## src/design/aabbbp_pkg.sv

```systemverilog
// ============================================================================
// aabbbp_pkg
// Shared constants, codes and control types of the 2D box broadphase block.
// ============================================================================
package aabbbp_pkg;

    // table size and coordinate precision
    localparam int MAX_SHAPES = 8;
    localparam int COORD_BITS = 16;

    // fixed field widths
    localparam int FUNC_W     = 2;
    localparam int SLOT_W     = 3;
    localparam int IN_COORD_W = 16;
    localparam int TAG_W      = 16;
    localparam int KIND_W     = 2;
    localparam int HANDLE_W   = 3;

    // derived widths
    localparam int IDX_W = $clog2(MAX_SHAPES);
    localparam int CNT_W = $clog2(MAX_SHAPES + 1);
    localparam int CMP_W = (CNT_W > SLOT_W) ? CNT_W : SLOT_W;
    localparam int BOX_W = 4 * COORD_BITS;

    typedef enum logic [FUNC_W-1:0] {
        FN_ADD    = 2'd0,
        FN_REMOVE = 2'd1,
        FN_MOVE   = 2'd2,
        FN_FIND   = 2'd3
    } t_func;

    typedef enum logic [KIND_W-1:0] {
        KD_ACK  = 2'd0,
        KD_PAIR = 2'd1,
        KD_NONE = 2'd2,
        KD_FULL = 2'd3
    } t_kind;

    // controller -> datapath
    typedef struct packed {
        logic             op_go;   // run a table op on the accepted item
        logic             adv;     // pair pipeline advances this cycle
        logic             issue;   // a real pair is read this cycle
        logic             finish;  // close the scan, emit the final item
        logic [IDX_W-1:0] rd_a;
        logic [IDX_W-1:0] rd_b;
    } t_cmd;

    // datapath -> controller
    typedef struct packed {
        logic             out_free;
        logic             hit;
        logic             pend_valid;
        logic [CNT_W-1:0] used_cnt;
    } t_stat;

endpackage

```

## src/design/aabbbp_ram.sv

```systemverilog
// ============================================================================
// aabbbp_ram
// Generic single-write, single-read RAM with registered read data.
// ============================================================================
module aabbbp_ram #(
    parameter int WIDTH = 8,
    parameter int DEPTH = 8
) (
    input  logic                     i_clk,
    input  logic                     i_we,
    input  logic [$clog2(DEPTH)-1:0] i_waddr,
    input  logic [WIDTH-1:0]         i_wdata,
    input  logic                     i_re,
    input  logic [$clog2(DEPTH)-1:0] i_raddr,
    output logic [WIDTH-1:0]         o_rdata
);

    logic [WIDTH-1:0] r_mem [DEPTH];
    logic [WIDTH-1:0] r_rdata;

    always_ff @(posedge i_clk) begin
        if (i_we) begin
            r_mem[i_waddr] <= i_wdata;
        end
        if (i_re) begin
            r_rdata <= r_mem[i_raddr];
        end
    end

    assign o_rdata = r_rdata;

endmodule

```

## src/design/aabbbp_ctrl.sv

```systemverilog
// ============================================================================
// aabbbp_ctrl
// Sequencer: input handshake, pair counters and scan control.
// ============================================================================
module aabbbp_ctrl (
    input  logic                                 i_clk,
    input  logic                                 i_rst_n,
    input  logic                                 i_in_valid,
    input  logic [aabbbp_pkg::FUNC_W-1:0]        i_func,
    output logic                                 o_in_ready,
    input  aabbbp_pkg::t_stat                    i_stat,
    output aabbbp_pkg::t_cmd                     o_cmd
);
    import aabbbp_pkg::*;

    typedef enum logic [1:0] {
        ST_IDLE,
        ST_SCAN,
        ST_DONE
    } t_state;

    t_state           r_state, n_state;
    logic [IDX_W-1:0] r_i, n_i;
    logic [IDX_W-1:0] r_j, n_j;
    logic             r_iss, n_iss;

    logic             stall;
    logic [CNT_W-1:0] j_inc;
    logic [CNT_W-1:0] i_two;

    always_comb begin
        n_state    = r_state;
        n_i        = r_i;
        n_j        = r_j;
        n_iss      = r_iss;
        o_in_ready = 1'b0;
        o_cmd      = '0;
        o_cmd.rd_a = r_i;
        o_cmd.rd_b = r_j;
        j_inc      = CNT_W'(r_j) + CNT_W'(1);
        i_two      = CNT_W'(r_i) + CNT_W'(2);
        // a new hit can only displace the held pair if the output can take it
        stall      = i_stat.hit && i_stat.pend_valid && !i_stat.out_free;

        case (r_state)
            ST_IDLE: begin
                o_in_ready = i_stat.out_free;
                if (i_in_valid && i_stat.out_free) begin
                    if (t_func'(i_func) == FN_FIND) begin
                        n_i = '0;
                        n_j = IDX_W'(1);
                        if (i_stat.used_cnt >= CNT_W'(2)) begin
                            n_iss   = 1'b1;
                            n_state = ST_SCAN;
                        end else begin
                            n_iss   = 1'b0;
                            n_state = ST_DONE;
                        end
                    end else begin
                        o_cmd.op_go = 1'b1;
                    end
                end
            end
            ST_SCAN: begin
                o_cmd.adv   = !stall;
                o_cmd.issue = r_iss;
                if (!stall) begin
                    if (r_iss) begin
                        if (j_inc == i_stat.used_cnt) begin
                            n_i   = r_i + IDX_W'(1);
                            n_j   = IDX_W'(i_two);
                            n_iss = (i_two < i_stat.used_cnt);
                        end else begin
                            n_j = r_j + IDX_W'(1);
                        end
                    end else begin
                        // last pair leaves the compare stage this cycle
                        n_state = ST_DONE;
                    end
                end
            end
            ST_DONE: begin
                if (i_stat.out_free) begin
                    o_cmd.finish = 1'b1;
                    n_state      = ST_IDLE;
                end
            end
            default: begin
                n_state = ST_IDLE;
            end
        endcase
    end

    always_ff @(posedge i_clk) begin
        if (!i_rst_n) begin
            r_state <= ST_IDLE;
            r_i     <= '0;
            r_j     <= '0;
            r_iss   <= 1'b0;
        end else begin
            r_state <= n_state;
            r_i     <= n_i;
            r_j     <= n_j;
            r_iss   <= n_iss;
        end
    end

endmodule

```

## src/design/aabbbp_dp.sv

```systemverilog
// ============================================================================
// aabbbp_dp
// Datapath: box/tag stores, live marks, free stack, overlap compare,
// held pair and output register.
// ============================================================================
module aabbbp_dp (
    input  logic                                      i_clk,
    input  logic                                      i_rst_n,
    input  aabbbp_pkg::t_cmd                          i_cmd,
    output aabbbp_pkg::t_stat                         o_stat,
    input  logic [aabbbp_pkg::FUNC_W-1:0]             i_func,
    input  logic [aabbbp_pkg::SLOT_W-1:0]             i_slot,
    input  logic signed [aabbbp_pkg::IN_COORD_W-1:0]  i_min_x,
    input  logic signed [aabbbp_pkg::IN_COORD_W-1:0]  i_min_y,
    input  logic signed [aabbbp_pkg::IN_COORD_W-1:0]  i_max_x,
    input  logic signed [aabbbp_pkg::IN_COORD_W-1:0]  i_max_y,
    input  logic [aabbbp_pkg::TAG_W-1:0]              i_user_tag,
    input  logic                                      i_out_ready,
    output logic                                      o_out_valid,
    output logic [aabbbp_pkg::KIND_W-1:0]             o_kind,
    output logic [aabbbp_pkg::HANDLE_W-1:0]           o_handle,
    output logic [aabbbp_pkg::TAG_W-1:0]              o_tag_a,
    output logic [aabbbp_pkg::TAG_W-1:0]              o_tag_b,
    output logic                                      o_last
);
    import aabbbp_pkg::*;

    // control state
    logic [MAX_SHAPES-1:0] r_live, n_live;
    logic [CNT_W-1:0]      r_free_cnt, n_free_cnt;
    logic [CNT_W-1:0]      r_used_cnt, n_used_cnt;
    logic                  r_s1_valid, n_s1_valid;
    logic                  r_pend_valid, n_pend_valid;
    logic                  r_out_valid, n_out_valid;

    // payload
    logic [IDX_W-1:0]      r_stack [MAX_SHAPES];
    logic                  r_s1_live, n_s1_live;
    logic [TAG_W-1:0]      r_pend_a, n_pend_a;
    logic [TAG_W-1:0]      r_pend_b, n_pend_b;
    t_kind                 r_kind;
    logic [HANDLE_W-1:0]   r_handle;
    logic [TAG_W-1:0]      r_tag_a, r_tag_b;
    logic                  r_last;

    // store ports
    logic                  box_we, tag_we;
    logic [IDX_W-1:0]      waddr;
    logic [BOX_W-1:0]      box_wdata;
    logic [BOX_W-1:0]      box_q_a, box_q_b;
    logic [TAG_W-1:0]      tag_q_a, tag_q_b;

    logic                  stack_we;
    logic [IDX_W-1:0]      stack_waddr;

    logic                  slot_used;
    logic [IDX_W-1:0]      slot_idx;
    logic [CNT_W-1:0]      top;
    logic                  hit;
    logic                  out_free;

    logic                  load;
    t_kind                 ld_kind;
    logic [HANDLE_W-1:0]   ld_handle;
    logic [TAG_W-1:0]      ld_a, ld_b;
    logic                  ld_last;

    logic signed [COORD_BITS-1:0] a_min_x, a_min_y, a_max_x, a_max_y;
    logic signed [COORD_BITS-1:0] b_min_x, b_min_y, b_max_x, b_max_y;

    // only the low COORD_BITS of each corner are kept
    assign box_wdata = {i_max_y[COORD_BITS-1:0], i_max_x[COORD_BITS-1:0],
                        i_min_y[COORD_BITS-1:0], i_min_x[COORD_BITS-1:0]};

    // duplicated stores so both slots of a pair read in the same cycle
    aabbbp_ram #(.WIDTH(BOX_W), .DEPTH(MAX_SHAPES)) u_box_a (
        .i_clk(i_clk), .i_we(box_we), .i_waddr(waddr), .i_wdata(box_wdata),
        .i_re(i_cmd.adv), .i_raddr(i_cmd.rd_a), .o_rdata(box_q_a)
    );
    aabbbp_ram #(.WIDTH(BOX_W), .DEPTH(MAX_SHAPES)) u_box_b (
        .i_clk(i_clk), .i_we(box_we), .i_waddr(waddr), .i_wdata(box_wdata),
        .i_re(i_cmd.adv), .i_raddr(i_cmd.rd_b), .o_rdata(box_q_b)
    );
    aabbbp_ram #(.WIDTH(TAG_W), .DEPTH(MAX_SHAPES)) u_tag_a (
        .i_clk(i_clk), .i_we(tag_we), .i_waddr(waddr), .i_wdata(i_user_tag),
        .i_re(i_cmd.adv), .i_raddr(i_cmd.rd_a), .o_rdata(tag_q_a)
    );
    aabbbp_ram #(.WIDTH(TAG_W), .DEPTH(MAX_SHAPES)) u_tag_b (
        .i_clk(i_clk), .i_we(tag_we), .i_waddr(waddr), .i_wdata(i_user_tag),
        .i_re(i_cmd.adv), .i_raddr(i_cmd.rd_b), .o_rdata(tag_q_b)
    );

    assign a_min_x = box_q_a[0*COORD_BITS +: COORD_BITS];
    assign a_min_y = box_q_a[1*COORD_BITS +: COORD_BITS];
    assign a_max_x = box_q_a[2*COORD_BITS +: COORD_BITS];
    assign a_max_y = box_q_a[3*COORD_BITS +: COORD_BITS];
    assign b_min_x = box_q_b[0*COORD_BITS +: COORD_BITS];
    assign b_min_y = box_q_b[1*COORD_BITS +: COORD_BITS];
    assign b_max_x = box_q_b[2*COORD_BITS +: COORD_BITS];
    assign b_max_y = box_q_b[3*COORD_BITS +: COORD_BITS];

    // closed-interval overlap on both axes
    assign hit = r_s1_valid && r_s1_live &&
                 (a_min_x <= b_max_x) && (b_min_x <= a_max_x) &&
                 (a_min_y <= b_max_y) && (b_min_y <= a_max_y);

    assign out_free  = !r_out_valid || i_out_ready;
    assign slot_used = (CMP_W'(i_slot) < CMP_W'(r_used_cnt));
    assign slot_idx  = IDX_W'(i_slot);
    assign top       = r_free_cnt - CNT_W'(1);

    assign o_stat.out_free   = out_free;
    assign o_stat.hit        = hit;
    assign o_stat.pend_valid = r_pend_valid;
    assign o_stat.used_cnt   = r_used_cnt;

    always_comb begin
        n_live       = r_live;
        n_free_cnt   = r_free_cnt;
        n_used_cnt   = r_used_cnt;
        n_s1_valid   = r_s1_valid;
        n_s1_live    = r_s1_live;
        n_pend_valid = r_pend_valid;
        n_pend_a     = r_pend_a;
        n_pend_b     = r_pend_b;
        box_we       = 1'b0;
        tag_we       = 1'b0;
        waddr        = slot_idx;
        stack_we     = 1'b0;
        stack_waddr  = IDX_W'(r_free_cnt);
        load         = 1'b0;
        ld_kind      = KD_ACK;
        ld_handle    = '0;
        ld_a         = '0;
        ld_b         = '0;
        ld_last      = 1'b1;

        if (i_cmd.op_go) begin
            load = 1'b1;
            case (t_func'(i_func))
                FN_ADD: begin
                    if (r_free_cnt != '0) begin
                        // reuse most recently freed slot
                        waddr        = r_stack[IDX_W'(top)];
                        n_free_cnt   = top;
                        box_we       = 1'b1;
                        tag_we       = 1'b1;
                        n_live[waddr] = 1'b1;
                        ld_handle    = HANDLE_W'(waddr);
                    end else if (r_used_cnt < CNT_W'(MAX_SHAPES)) begin
                        waddr        = IDX_W'(r_used_cnt);
                        n_used_cnt   = r_used_cnt + CNT_W'(1);
                        box_we       = 1'b1;
                        tag_we       = 1'b1;
                        n_live[waddr] = 1'b1;
                        ld_handle    = HANDLE_W'(waddr);
                    end else begin
                        ld_kind = KD_FULL;
                    end
                end
                FN_REMOVE: begin
                    ld_handle = i_slot;
                    if (slot_used && r_live[slot_idx] &&
                        (r_free_cnt < CNT_W'(MAX_SHAPES))) begin
                        n_live[slot_idx] = 1'b0;
                        stack_we         = 1'b1;
                        n_free_cnt       = r_free_cnt + CNT_W'(1);
                    end
                end
                FN_MOVE: begin
                    ld_handle = i_slot;
                    if (slot_used) begin
                        box_we = 1'b1;
                    end
                end
                default: begin
                    load = 1'b0;
                end
            endcase
        end

        if (i_cmd.adv) begin
            n_s1_valid = i_cmd.issue;
            n_s1_live  = r_live[i_cmd.rd_a] && r_live[i_cmd.rd_b];
            if (hit) begin
                // one-deep hold: the held pair is sent only once a later one
                // proves it is not the final item
                if (r_pend_valid) begin
                    load    = 1'b1;
                    ld_kind = KD_PAIR;
                    ld_a    = r_pend_a;
                    ld_b    = r_pend_b;
                    ld_last = 1'b0;
                end
                n_pend_valid = 1'b1;
                n_pend_a     = tag_q_a;
                n_pend_b     = tag_q_b;
            end
        end

        if (i_cmd.finish) begin
            load         = 1'b1;
            n_pend_valid = 1'b0;
            if (r_pend_valid) begin
                ld_kind = KD_PAIR;
                ld_a    = r_pend_a;
                ld_b    = r_pend_b;
            end else begin
                ld_kind = KD_NONE;
            end
        end

        if (load) begin
            n_out_valid = 1'b1;
        end else if (i_out_ready) begin
            n_out_valid = 1'b0;
        end else begin
            n_out_valid = r_out_valid;
        end
    end

    always_ff @(posedge i_clk) begin
        if (!i_rst_n) begin
            r_live       <= '0;
            r_free_cnt   <= '0;
            r_used_cnt   <= '0;
            r_s1_valid   <= 1'b0;
            r_pend_valid <= 1'b0;
            r_out_valid  <= 1'b0;
        end else begin
            r_live       <= n_live;
            r_free_cnt   <= n_free_cnt;
            r_used_cnt   <= n_used_cnt;
            r_s1_valid   <= n_s1_valid;
            r_pend_valid <= n_pend_valid;
            r_out_valid  <= n_out_valid;
        end
    end

    always_ff @(posedge i_clk) begin
        if (stack_we) begin
            r_stack[stack_waddr] <= slot_idx;
        end
        r_s1_live <= n_s1_live;
        r_pend_a  <= n_pend_a;
        r_pend_b  <= n_pend_b;
        if (load) begin
            r_kind   <= ld_kind;
            r_handle <= ld_handle;
            r_tag_a  <= ld_a;
            r_tag_b  <= ld_b;
            r_last   <= ld_last;
        end
    end

    assign o_out_valid = r_out_valid;
    assign o_kind      = r_kind;
    assign o_handle    = r_handle;
    assign o_tag_a     = r_tag_a;
    assign o_tag_b     = r_tag_b;
    assign o_last      = r_last;

endmodule

```

## src/design/aabb_pair_broadphase.sv

```systemverilog
// ============================================================================
// aabb_pair_broadphase
// Brute-force 2D box broadphase over a small fixed table: add, remove, move,
// and a pair scan that reports every overlapping live pair.
// ============================================================================
//
//  channel  | valid        | ready        | payload
//  ---------+--------------+--------------+-----------------------------------
//  in       | i_in_valid   | o_in_ready   | func, slot, box corners, user_tag
//  out      | o_out_valid  | i_out_ready  | kind, handle, tag_a, tag_b, last
//
//  Add, remove and move: the item is accepted and its single
//  result is loaded into the output register on the same edge.
//  Find pairs walks pairs i<j of used slots through the duplicated box stores,
//  one pair per cycle except while the scan pauses.
//  Reset clears live marks, free and used counts; box and tag stores are not
//  cleared, since no slot is read before it has been added.
//  The scan pauses only while a new hit meets a held pair and a full output.
// ============================================================================
module aabb_pair_broadphase (
    input  logic                                      i_clk,
    input  logic                                      i_rst_n,
    // input channel
    input  logic                                      i_in_valid,
    output logic                                      o_in_ready,
    input  logic [aabbbp_pkg::FUNC_W-1:0]             i_func,
    input  logic [aabbbp_pkg::SLOT_W-1:0]             i_slot,
    input  logic signed [aabbbp_pkg::IN_COORD_W-1:0]  i_min_x,
    input  logic signed [aabbbp_pkg::IN_COORD_W-1:0]  i_min_y,
    input  logic signed [aabbbp_pkg::IN_COORD_W-1:0]  i_max_x,
    input  logic signed [aabbbp_pkg::IN_COORD_W-1:0]  i_max_y,
    input  logic [aabbbp_pkg::TAG_W-1:0]              i_user_tag,
    // output channel
    output logic                                      o_out_valid,
    input  logic                                      i_out_ready,
    output logic [aabbbp_pkg::KIND_W-1:0]             o_kind,
    output logic [aabbbp_pkg::HANDLE_W-1:0]           o_handle,
    output logic [aabbbp_pkg::TAG_W-1:0]              o_tag_a,
    output logic [aabbbp_pkg::TAG_W-1:0]              o_tag_b,
    output logic                                      o_last
);
    import aabbbp_pkg::*;

    t_cmd  cmd;   // sequencer commands
    t_stat stat;  // datapath status back to the sequencer

    // Sequencer: owns the handshake on the input side, the pair counters
    // (i, j) and the scan phases.
    aabbbp_ctrl u_ctrl (
        .i_clk      (i_clk),
        .i_rst_n    (i_rst_n),
        .i_in_valid (i_in_valid),
        .i_func     (i_func),
        .o_in_ready (o_in_ready),
        .i_stat     (stat),
        .o_cmd      (cmd)
    );

    // Datapath: stores, free stack, overlap compare, one-deep pair hold (so
    // the final pair can carry last) and the output register.
    aabbbp_dp u_dp (
        .i_clk       (i_clk),
        .i_rst_n     (i_rst_n),
        .i_cmd       (cmd),
        .o_stat      (stat),
        .i_func      (i_func),
        .i_slot      (i_slot),
        .i_min_x     (i_min_x),
        .i_min_y     (i_min_y),
        .i_max_x     (i_max_x),
        .i_max_y     (i_max_y),
        .i_user_tag  (i_user_tag),
        .i_out_ready (i_out_ready),
        .o_out_valid (o_out_valid),
        .o_kind      (o_kind),
        .o_handle    (o_handle),
        .o_tag_a     (o_tag_a),
        .o_tag_b     (o_tag_b),
        .o_last      (o_last)
    );

endmodule
```

## config.mk

```make
export PLATFORM = sky130hd
export DESIGN_NAME = aabb_pair_broadphase
export DESIGN_NICKNAME = d
export VERILOG_FILES = /design/src/design/aabbbp_pkg.sv /design/src/design/aabbbp_ram.sv /design/src/design/aabbbp_ctrl.sv /design/src/design/aabbbp_dp.sv /design/src/design/aabb_pair_broadphase.sv
export SDC_FILE = /design/constraint.sdc
export NUM_CORES = 1
export LEC_CHECK = 0
export BUFFER_PORTS_ARGS = -buffer_cell sky130_fd_sc_hd__buf_4
export CAP_MARGIN = 20
export CORE_UTILIZATION = 28
export CTS_CLUSTER_DIAMETER = 100
export DETAILED_ROUTE_END_ITERATION = 10
export PLACE_DENSITY = 0.45
export SETUP_SLACK_MARGIN = 0.15
export SYNTH_ARGS = -nofsm -noshare
export SYNTH_HDL_FRONTEND = slang
export SYNTH_SLANG_ARGS = --single-unit
```

## constraint.sdc

```tcl
create_clock -name i_clk -period 8.8 [get_ports i_clk]
set_input_delay 0.44 -clock i_clk [delete_from_list [all_inputs] [get_ports i_clk]]
set_output_delay 0.44 -clock i_clk [all_outputs]
set_load 0.01 [all_outputs]
```

## After elaboration in Yosys (flattened, before gate mapping)

Memories as Yosys holds them, arrays and structs flattened. A register that Yosys moved wholly into a read port is not among the register bits.
Cells that the tools add are included.

| cells by class | value |
|---|---|
| add/sub/neg operators | 7 |
| bitwise operators | 6 |
| reductions and logical operators | 35 |
| eq/ne operators | 16 |
| $lt $le $gt $ge | 17 |
| muxes and demuxes | 103 |

Operators with widths:

| cell | count |
|---|---|
| $mux W16 | 10 |
| $le A16 B16 Y1 | 4 |
| $mux W3 | 16 |
| $mux W1 | 42 |
| $mux W2 | 16 |
| $mux W8 | 3 |
| $lt A3 B4 Y1 const B | 5 |
| $pmux W3 S2 | 3 |
| $or A8 B8 Y8 | 2 |
| $pmux W8 S2 | 1 |
| $reduce_and A4 Y1 | 4 |
| $logic_and A1 B1 Y1 | 14 |
| $ne A2 B1 Y1 const B | 7 |
| $reduce_and A5 Y1 | 2 |
| $bmux W1 S3 | 3 |
| $demux W1 S3 | 3 |
| $ge A3 B1 Y1 const B | 3 |
| $add A4 B1 Y4 const B | 2 |
| $and A8 B8 Y8 | 1 |
| $lt A4 B4 Y1 const B | 2 |
| $mux W4 | 2 |
| $not A8 Y8 | 1 |
| $pmux W4 S2 | 1 |
| $add A3 B1 Y3 const B | 2 |
| 23 further kinds | 35 |

| storage, ports and cells | value |
|---|---|
| register bits | 99 |
| output and inout port bits | 40 |
| memories kept | 5 |
| memory bits (writable) | 1304 |
| input bits | 89 |

Memory list:

| name | words | bits a word | rd ports | clocked after memory_dff | write ports | line | source |
|---|---|---|---|---|---|---|---|
| u_dp.u_box_a.r_mem | 8 | 64 | 1 | 1 | 1 | aabbbp_ram.sv:18 | `logic [WIDTH-1:0] r_mem [DEPTH];` |
| u_dp.u_box_b.r_mem | 8 | 64 | 1 | 1 | 1 | aabbbp_ram.sv:18 |  |
| u_dp.u_tag_a.r_mem | 8 | 16 | 1 | 1 | 1 | aabbbp_ram.sv:18 |  |
| u_dp.u_tag_b.r_mem | 8 | 16 | 1 | 1 | 1 | aabbbp_ram.sv:18 |  |
| u_dp.r_stack | 8 | 3 | 1 | 0 | 1 | aabbbp_dp.sv:37 | `logic [IDX_W-1:0] r_stack [MAX_SHAPES];` |

## Longest topological paths before layout

| depth | value |
|---|---|
| depth after elaboration | 12 |
| depth in mapped cells | 11 |
| mapped depth without buffers | 10 |

## Hierarchy

Synthesis repeated with hierarchy kept, for this count alone.

| second synthesis, totals | value |
|---|---|
| cell total of the unflattened synthesis | 2725 |
| area, all modules | 60529.3 um2 |

Modules (own cells, without submodules):

| module | cells each | times used | area an instance (um2) | sequential area each (um2) |
|---|---|---|---|---|
| aabbbp_ram (u_dp.u_box_a ...) | 816 | 2 | 21187.8 | 17296.6 |
| aabbbp_ram (u_dp.u_tag_a ...) | 214 | 2 | 5454.0 | 4324.1 |
| aabbbp_dp | 576 | 1 | 6507.5 | 3233.1 |
| aabbbp_ctrl | 89 | 1 | 738.2 | 180.2 |

## Least setup slack after synthesis

Ideal clock, no wire load.

| timing | value |
|---|---|
| path type | reg2reg |
| start point | register u_dp.u_box_a.r_rdata[17] (netlist: u_dp.u_box_a.o_rdata[17]), read port of u_dp.u_box_a.r_mem |
| end point | register u_dp.r_s1_live, enable pin |
| data arrival time | 8608 ps |
| slack | -492 ps |
| data required time | 8115 ps |
| cell stages (with the launch flop) | 9 |
| setup time | 685 ps |
| cells stage by stage | edfxtp_1 ha_1 nor2b_1 o211ai_1 a2111oi_0 or4b_2 o2111ai_1 nor4_1 nor2_1 |

RTL lines:

| item | line | source |
|---|---|---|
| start: declaration | aabbbp_ram.sv:19 | `logic [WIDTH-1:0] r_rdata;` |
| end signal: assignment | aabbbp_dp.sv:244 | `r_s1_live <= n_s1_live;` |
| end: declaration | aabbbp_dp.sv:38 | `logic r_s1_live, n_s1_live;` |

## Worst setup path after layout

| timing | value |
|---|---|
| start point | register u_dp.r_free_cnt[0] |
| end point | memory u_dp.u_box_b.r_mem[2][61] in the netlist's numbering, enable pin |

| on the way | value |
|---|---|
| cells in the longest elaborated chain, start to end | 6 |
| elaborated cells on any way between the ends | 11 |
| those cells by class | add/sub: 1; mux: 8; reduce/logical: 1; memory: 1 |

RTL lines:

| item | line | source |
|---|---|---|
| start: declaration | aabbbp_dp.sv:30 | `logic [CNT_W-1:0] r_free_cnt, n_free_cnt;` |
| start signal: assignment | aabbbp_dp.sv:232 | `r_free_cnt <= n_free_cnt;` |
| branches (longest 6 deep; another with $sub A4 B1 Y4) | - |  |
| end: declaration | aabbbp_ram.sv:18 |  |

Parallel ways; which one is timed is not known.

==> flow_summary.yaml <==
worst_setup_path:
  cp-start-kind: "flip-flop"
  critical_path_class: "reg -> reg"
  cp.arrival_ns: 5.27
  crit_family: "simple AND/OR/NAND/NOR gates"
  cpMaxStageDelayCell: "buf_4"
  critPathMaxFanout: 49
  critPathBufInv: 2
  cp_data_required_time_ns: 9.12
  slowest_delay_ns: 0.90
  crit_chain: "inv_1, ha_1, mux4_2, mux2i_1, nor2_1, o21ai_1, nand2_1, nor2_4, buf_4"
  end_kind: "flip-flop"
  r2r_cells: 9
  crit_cells: 9
run_status:
  status: "finished, violations left"
  violations: "DRC"
cells_and_area:
  layout.cells.non_filler: 4299
  multiInputGateArea_um2: 12550
  seq_area_um2: 27460
  num-fill-cells: 13470
  syn_to_final_growth_pct: 18.83
  fin_nets: 2471
  drive_gt1_share_pct: 34.63
  final_common_cell: "edfxtp_1"
  layout_common_cells: "edfxtp_1 (895), mux4_2 (332), mux2_2 (162)"
clocking:
  cts_resized: 0
  ctsHtreeMaxLevel: 3
  cts_tree: "done"
  cts_root_buffer: "clkbuf_16"
  clock-sinks: 923
  clk_latency_ns: 0.72
  cts_buffers: 106
  cts_max_path_buffers: 3
  clk_pin_slew_ns: 0.06
yosys:
  syn_avg_cell_area_um2: 19.74
  synth_edf_count: 895
  yosysSeqAreaShare_pct: 67.50
  ys_dominant_reg_cell: "edfxtp_1"
  syn-num-nets: 2228
  netlist_top_cells_area: "edfxtp_1 (66%), mux4_2 (18%), mux2_2 (4.5%), ha_1 (2.5%), dfxtp_1 (1.4%)"
  ys_ff_latch: 923
  yosys.area.top_type: "edfxtp_1"
  ys_types: 60
  synth-warning-count: 0
  syn-cell-area_um2: 40640
  synth_cells: 2059
  netlist.area_leader.share_pct: 66.12
  async_flop_share_pct: 0
grt:
  grt.busiest_layer: "met2"
  met2_usage_pct: 23.20
  grt-ovfl-total: 0
  grt_pass1_vias: 22600
  globalRouteTotalUtil_pct: 13.91
  grt_pass1_wl_mm: 150.2
  grt_util_met3_pct: 3.144
  grt_max_degree: 131
  antenna_found_initial: 18
  met1_usage_pct: 18.32
timing:
  slew_viol_final: 0
  slew_headroom_pct: 26.73
  period_minus_slack_ns: 4.951
  period_share_pct: 56.27
  max_freq_mhz: 202.0
  final.setup.tns_ns: 0
  setup_ws_ns: 3.849
  grt_setup_unrepaired: "no"
  setup_viol: 0
  worst_slew_pin_slew_ns: 1.099
  hold_viol: 0
  clock_skew_ns: 0.03396
min_path:
  hold_path.class: "in -> reg"
  holdPathStages: 1
detailed_routing:
  vias_per_cell: 4.813
  drtPass1Iterations: 8
  drcViolationCount: 38
  via_count: 20690
  first_iter_violations: 1304
  wl_per_cell_um: 23.57
  drtAntennaViolNets: 0
  routed_wl_mm: 101.3
place:
  dpl.hpwl_mm: 58.35
  gp_congestion: 0.7871
  placed_cells: 4015
  port_buffers: 128
  dp_slack_ns: 3.727
power_and_ir_drop:
  p_leak_nw: 15.21
  peakVddDrop_mv: 0.1473
  p_per_area_nw_per_um2: 200.6
die:
  core-area_um2: 143800
  initial_utilization_pct: 28.26
  fp.dieH_um: 383.0
  fp-row-count: 139
  dieArea_um2: 146700
  boundaryPins: 129
  die_w_um: 383.0
job:
  maxCapViolCount: 0
[through the flow]
stage | utilization (%) | hold WS [ns] | cell area [um^2] | total power, W
6_report | 33.58 | 0.1186 | 48300 | 0.009688
5_1_grt | 33.58 | 0.08192 | 48290 | 0.01002
4_1_cts | 33.55 | 0.04663 | 48250 | 0.009841
3_5_place_dp | 30.59 | 0.4054 | 43990 | 0.005358
3_3_place_gp | 30.57 | 0.4034 | 43970 | 0.005349
2_1_floorplan | - | 0.4003 | 40650 | 0.005191
[kinds of logic (layout without fill, tap and decap cells)]
logic type	after synthesis	in the layout	share of synthesized area, %
other cells	0	5	0
compound gates	114	114	1.896
buf+inv	194	526	1.829
xor+xnor	10	10	0.2155
fa+ha+maj	80	80	2.463
mux	504	504	23.13
simple gates	234	234	2.961
flops	923	923	67.50
[cells in the mapped netlist (9+ instances only)]
| master | instances |
|---|---|
| ha_1 | 80 |
| buf_1 | 33 |
| nand4_1 | 15 |
| mux2i_1 | 10 |
| edfxtp_1 | 895 |
| clkbuf_1 | 71 |
| nand3_1 | 21 |
| a21o_1 | 9 |
| a21oi_1 | 22 |
| and2_1 | 38 |
| o22ai_1 | 10 |
| nand2_1 | 53 |
| nor2_1 | 50 |
| mux2_2 | 162 |
| mux4_2 | 332 |
| nor3_1 | 11 |
| dfxtp_1 | 28 |
| inv_1 | 83 |
| o21ai_0 | 15 |
| nor4_1 | 11 |
[repair_timing]
item	in CTS	in global routing
buffers inserted	0	0
hold endpoints to repair	640	0
hold buffers	80	0
[power breakdown]
part           total, W  switching [W]  internal (W)
logic          0.000395       0.000209      0.000186
registers       0.00490      0.0000288       0.00487
clock network   0.00439        0.00179       0.00260
total           0.00969        0.00203       0.00766
[final cells by class]
type                    instances  area share [%]
repair buffers                245           4.404
well taps                    1903           4.930
clock inverters                64           1.370
flip-flops and latches        923           56.85
multi-input cells             942           25.98
inverters                      84          0.6528
clock buffers                 133           5.790
diodes                          5         0.02591
[sequential cells by signal, summed over array words and instances (netlist names), 2 cells and up]
name and cells:
u_dp.u_tag_a.o_rdata 16, u_ctrl.r_i 3, u_dp.r_used_cnt 4, u_dp.r_free_cnt 4, u_dp.r_stack 24, u_dp.o_tag_b 16
u_dp.u_tag_b.o_rdata 16, u_dp.o_kind 2, u_dp.u_tag_a.r_mem 48, u_dp.r_pend_b 16, u_ctrl.r_j 3, u_dp.u_tag_b.r_mem 80
u_ctrl.r_state 2, u_dp.u_box_a.o_rdata 64, u_dp.r_pend_a 16, u_dp.u_box_b.r_mem 512, u_dp.o_tag_a 16, u_dp.u_box_b.o_rdata 64
u_dp.r_live 8, u_dp.o_handle 3
[per-layer routing]
layer | vias to the layer above | share of wire (%)
li1 | 9079 | -
met1 | 10920 | 44
met2 | 511 | 49
met3 | 163 | 5.2
met4 | 18 | 1.9
met5 | - | 0.11
[path summary, 6_finish.rpt]
| check | slack (ns) | end | startpoint |
|---|---|---|---|
| setup / recovery | 3.85 | u_dp.u_box_b.r_mem[2][61]$_DFFE_PP_ | u_dp.r_free_cnt[0]$_SDFFE_PN0P_ |
| hold / removal | 0.12 | u_dp.r_stack[5][2]$_DFFE_PP_ | i_slot[2] |
| hold reg to reg | 0.42 | u_dp.r_pend_b[12]$_DFFE_PP_ | u_dp.u_tag_b.o_rdata[12]$_DFFE_PP_ |
| setup reg to reg | 3.85 | u_dp.u_box_b.r_mem[2][61]$_DFFE_PP_ | u_dp.r_free_cnt[0]$_SDFFE_PN0P_ |
(Power assumes the default switching activity.)
